<file path="src/hdl/bqlp_pkg.sv">
`default_nettype none

package bqlp_pkg;

  localparam int SAMPLE_W = 24;
  localparam int COEF_W   = 24;
  localparam int FRAC_W   = 20;
  localparam int PROD_W   = SAMPLE_W + COEF_W;
  localparam int ACC_W    = PROD_W + 3;
  localparam int IDX_W    = 3;

  typedef logic signed [SAMPLE_W-1:0] sample_t;
  typedef logic signed [COEF_W-1:0]   coef_t;
  typedef logic signed [PROD_W-1:0]   prod_t;
  typedef logic signed [ACC_W-1:0]    acc_t;

  localparam acc_t ACC_RND = acc_t'(1) << (FRAC_W - 1);
  localparam acc_t ACC_MAX = {{(ACC_W - SAMPLE_W + 1){1'b0}}, {(SAMPLE_W - 1){1'b1}}};
  localparam acc_t ACC_MIN = {{(ACC_W - SAMPLE_W + 1){1'b1}}, {(SAMPLE_W - 1){1'b0}}};

  typedef enum logic [IDX_W-1:0] {
    REG_B0,
    REG_B1,
    REG_B2,
    REG_FB1,
    REG_FB2,
    REG_BYPASS
  } reg_idx_t;

  typedef struct packed {
    coef_t b0;
    coef_t b1;
    coef_t b2;
    coef_t fb1;
    coef_t fb2;
    logic  bypass;
  } coefs_t;

  typedef struct packed {
    sample_t x;
    logic    mark;
    prod_t   p0;
    prod_t   p1;
    prod_t   p2;
  } ff_req_t;

endpackage

`default_nettype wire

</file>
<file path="src/hdl/bqlp_cfg.sv">
`default_nettype none

module bqlp_cfg (
  input  wire                          clk,
  input  wire                          rst,
  input  wire                          cfg_valid,
  output logic                         cfg_ready,
  input  wire  [bqlp_pkg::IDX_W-1:0]   cfg_index,
  input  wire  [bqlp_pkg::COEF_W-1:0]  cfg_data,
  output bqlp_pkg::coefs_t             coefs
);
  import bqlp_pkg::*;

  assign cfg_ready = 1'b1;

  always_ff @(posedge clk) begin
    if (rst) begin
      coefs.b0     <= '0;
      coefs.b1     <= '0;
      coefs.b2     <= '0;
      coefs.fb1    <= '0;
      coefs.fb2    <= '0;
      coefs.bypass <= 1'b1;
    end else if (cfg_valid) begin
      case (reg_idx_t'(cfg_index))
        REG_B0:     coefs.b0     <= cfg_data;
        REG_B1:     coefs.b1     <= cfg_data;
        REG_B2:     coefs.b2     <= cfg_data;
        REG_FB1:    coefs.fb1    <= cfg_data;
        REG_FB2:    coefs.fb2    <= cfg_data;
        REG_BYPASS: coefs.bypass <= cfg_data[0];
        default: ;
      endcase
    end
  end

endmodule

`default_nettype wire

</file>
<file path="config.mk">
export PLATFORM = sky130hd
export DESIGN_NAME = bqlp_cfg
export DESIGN_NICKNAME = d
export VERILOG_FILES = /design/src/hdl/bqlp_pkg.sv /design/src/hdl/bqlp_cfg.sv
export SDC_FILE = /design/constraint.sdc
export NUM_CORES = 1
export LEC_CHECK = 0
export ABC_AREA = 1
export BUFFER_PORTS_ARGS = -buffer_cell sky130_fd_sc_hd__buf_2
export CORE_MARGIN = 2
export CORE_UTILIZATION = 46
export CTS_CLUSTER_DIAMETER = 120
export DETAILED_ROUTE_END_ITERATION = 7
export PLACE_DENSITY = 0.82
export SLEW_MARGIN = 30
export SYNTH_ARGS = -nofsm -noshare
export SYNTH_HDL_FRONTEND = slang
export SYNTH_SLANG_ARGS = --single-unit
</file>
<file path="constraint.sdc">
create_clock -name clk -period 1.1 [get_ports clk]
set_clock_uncertainty 0.2 [all_clocks]
set_input_delay 0.11 -clock clk [delete_from_list [all_inputs] [get_ports clk]]
set_output_delay 0.11 -clock clk [all_outputs]
set_load 0.005 [all_outputs]
</file>
==> run summary <==
The count of unresolved DRC violations after routing came out at 0. Entering global routing, the biggest net connects roughly 50 pins. In this run the core area contains 37 standard-cell rows.

The fill cell instance count of the final layout came out at about 780. Across all hold checks on the routed design, the worst slack comes to -82.2 ps. The number of endpoints failing setup at the final stage is 121.

The max capacitance violation total is 0. The sum of negative setup slack came out at -19420 ps. For this design the static power due to leakage is 3.60 nW.

The average footprint of a synthesized cell came out at between 6 and 7 um^2. The largest delay contributor family on the critical path is flip-flops. Of the total power, the share spent switching nets is 0.228. The largest registers in the layout are coefs x121.

The register with the most flip-flops in the final layout is coefs. In this run the worst hold path is classified as input port to register. The estimated wirelength of the detail-placed design came out at 9240 um. The die extent in y came out at ~110 um.

The initial antenna violation count came out at 0. After detailed routing, the average wire length per cell comes to ~16 um. In the final layout, the share of cells above drive strength 1 is 0.390. The number of global-route vias before repair came out at a little under 5k. Clock tree synthesis found a total of between 100 and 150 sinks.

Data arrives at the worst endpoint at 1000 ps. The largest voltage drop on the vdd net is about 0.0013 V. For this design the ratio of total power to cell area is approximately 1600 nW/um^2. Of the total power, registers draw 0.380. The count of boundary I/O pins is roughly 150. The number of flip-flops in the largest register came out at 121. During placement, the flow inserted port buffers numbering 150. The final wirelength is roughly 16000 um. TritonCTS built the clock tree.

The final total power came out at about 12 mW. The count of synthesis-stage warnings from yosys came out at 0. By area, the combinational part of the netlist is dominated by simple AND/OR/NAND/NOR gates. The die width is roughly 110 um. The total internal power is approximately 9.5 mW. The portion of netlist area occupied by mux cells is 0. The final period utilization is 1.19. The combinational fraction of design power came out at 0.106.

The library cell used most frequently in the layout, excluding fill and tap cells, is sky130_fd_sc_hd__nor2_1. The checks that failed: hold timing, setup timing. The total count of hold-check failures in the final report is 29. The flow ran to the end, but the final reports show violations. The source-to-sink clock delay at the later pin of the worst-skew pair is just over 500 ps. Of the total synthesized cell area, the portion taken by AND, OR, NAND and NOR gates is 0.423. Counting the buffers created by CTS gives 17.

The total nets after synthesis came out at roughly 730. The initial utilization of the core area, before any placement, comes to 0.467. After clock tree synthesis, the clock-pin slew on the worst setup and hold paths is approximately 60 ps. The routed via count is about 5.3k.

On the worst path, the slowest cell contributes a delay of 350 ps. CTS placed an instance of sky130_fd_sc_hd__clkbuf_8 at the clock tree root. The type of element capturing the critical path is an output pin. The H-tree depth reported by CTS is 4.

The number of max-slew violations in the final report came out at 0. The complex-gate fraction of the synthesized area is 0.00105. Walking the worst path, the cells encountered are buf_2.

Of the total power, the clock network draws 0.514. The die covers 11200 um^2. The peak clock frequency supported by timing came out at approximately 0.76 GHz. The total area inside the core boundary comes to ~10000 um^2. The antenna cell count is 0. Setup repair after global routing could not meet its margin everywhere. The worst setup path is launched from a register. STA puts the critical path data required time at a little under 800 ps. The final critical-path required period is approximately 1300 ps. In this run the worst path has a maximum fanout of 2. Leaving out fill and tap cells, the most frequent cells in the layout are sky130_fd_sc_hd__nor2_1 (242), sky130_fd_sc_hd__nand2_1 (126), sky130_fd_sc_hd__nand3_1 (122). In the synthesized netlist, the number of instances is around 700. Global routing finished with a remaining overflow of 0. The power spent charging and discharging nets is between 2 and 3 mW. The number of DRC markers in iteration 0 is roughly 370.

The number of buffers on the longest clock path came out at 2. The share of synthesized cell area in full adder, half adder and majority cells is 0. In this run, distinct cell masters in the synthesized netlist total 12. The kind of critical path is register to output pin. In the global route stage, overall resource usage came out at 0.268.

The xor and xnor area share after synthesis came out at 0. The buffering stage count on the worst path with inverters included is 1. The length of the first detailed-routing pass in iterations is 5. Setup slack on the critical path of the routed design comes to -209 ps. The wire length of the first global-routing pass came out at around 24000 um. The detail-routed via count per cell came out at 5.14. The final weighted congestion of routability-driven global placement is 0.796. The hold-fix buffer count after cts is 27. The number of nets in the final layout is roughly 900. The number of nets with antenna violations after detailed routing is 0.

Among all stages on the critical path, the largest delay is contributed by sky130_fd_sc_hd__dfxtp_2. Of the synthesized area, sequential elements account for 0.507. The growth of design area from synthesis to finish came out at 55.8%. The post-synthesis cell area is approximately 4800 um^2. The number of synthesized register bits is between 100 and 150.
[stage by stage]
step	hold WS (ps)	util	instances	worst slack, ps	cell area (um^2)
after floorplan	67.3	-	698	-20.2	4790
after global placement	193	0.569	960	-127	5820
after detailed placement	216	0.569	960	-167	5820
after CTS	-83.3	0.692	1026	-188	7080
after global routing	-46.3	0.728	1037	-231	7450
final	-82.2	0.728	1037	-209	7450
[logic make-up after synthesis]
kind of cell    count (synthesis)
flops                         121
simple gates                  497
buf+inv                        78
other cells                     1
compound gates                  1
[synth_stat cells]
cell	n	area share
sky130_fd_sc_hd__nor2_1	248	0.19
sky130_fd_sc_hd__buf_4	3	0.0047
sky130_fd_sc_hd__nand2_1	126	0.099
sky130_fd_sc_hd__inv_1	31	0.024
sky130_fd_sc_hd__nor2_2	1	0.0013
sky130_fd_sc_hd__buf_1	13	0.010
sky130_fd_sc_hd__o21ai_0	1	0.0010
sky130_fd_sc_hd__conb_1	1	0.00078
sky130_fd_sc_hd__buf_2	21	0.022
sky130_fd_sc_hd__nand3_1	122	0.13
sky130_fd_sc_hd__clkbuf_1	10	0.0079
sky130_fd_sc_hd__dfxtp_1	121	0.51
[power by group through the flow]
| stage | clock (mW) | sequential, mW | combinational [mW] |
|---|---|---|---|
| global placement | 0 | 4.71 | 1.02 |
| finish | 6.32 | 4.67 | 1.30 |
| floorplan | 0 | 4.72 | 0.579 |
| CTS | 6.32 | 4.65 | 1.16 |
| detailed placement | 0 | 4.71 | 1.04 |
| global route | 6.55 | 4.68 | 1.41 |
[per-layer routing]
layer	wire, um	track usage	share of wire
met1	6000	0.304	0.37
met2	8510	0.473	0.52
met3	1280	0.0674	0.078
met4	527	0.123	0.032
met5	0	0	0
[final cells by class]
cell class                      count  area (um^2)  share of cell area
Tap cell                          136          170              0.0228
Timing Repair Buffer              218         1850               0.248
Clock inverter                     11          215              0.0289
Multi-Input combinational cell    499         2060               0.276
Clock buffer                       21          459              0.0616
Sequential cell                   121         2570               0.345
Inverter                           31          124              0.0166
[timing repair]
action,4_1_cts,5_1_grt
cloned,0,4
resized for setup,138,44
setup endpoints to repair,121,150
buffers inserted,7,7
endpoints found under the hold margin,121,4
[worst paths after layout]
path,to,slack (ps),start,depth (start not counted)
worst max register to register,coefs[27],80,coefs[27],4
worst max-delay path,coefs[12],-210,coefs[12],1
worst min register to register,coefs[31],270,coefs[31],2
worst min-delay path,coefs[0],-80,cfg_index[0],5
Note: power is estimated with default switching activity, not from simulation.
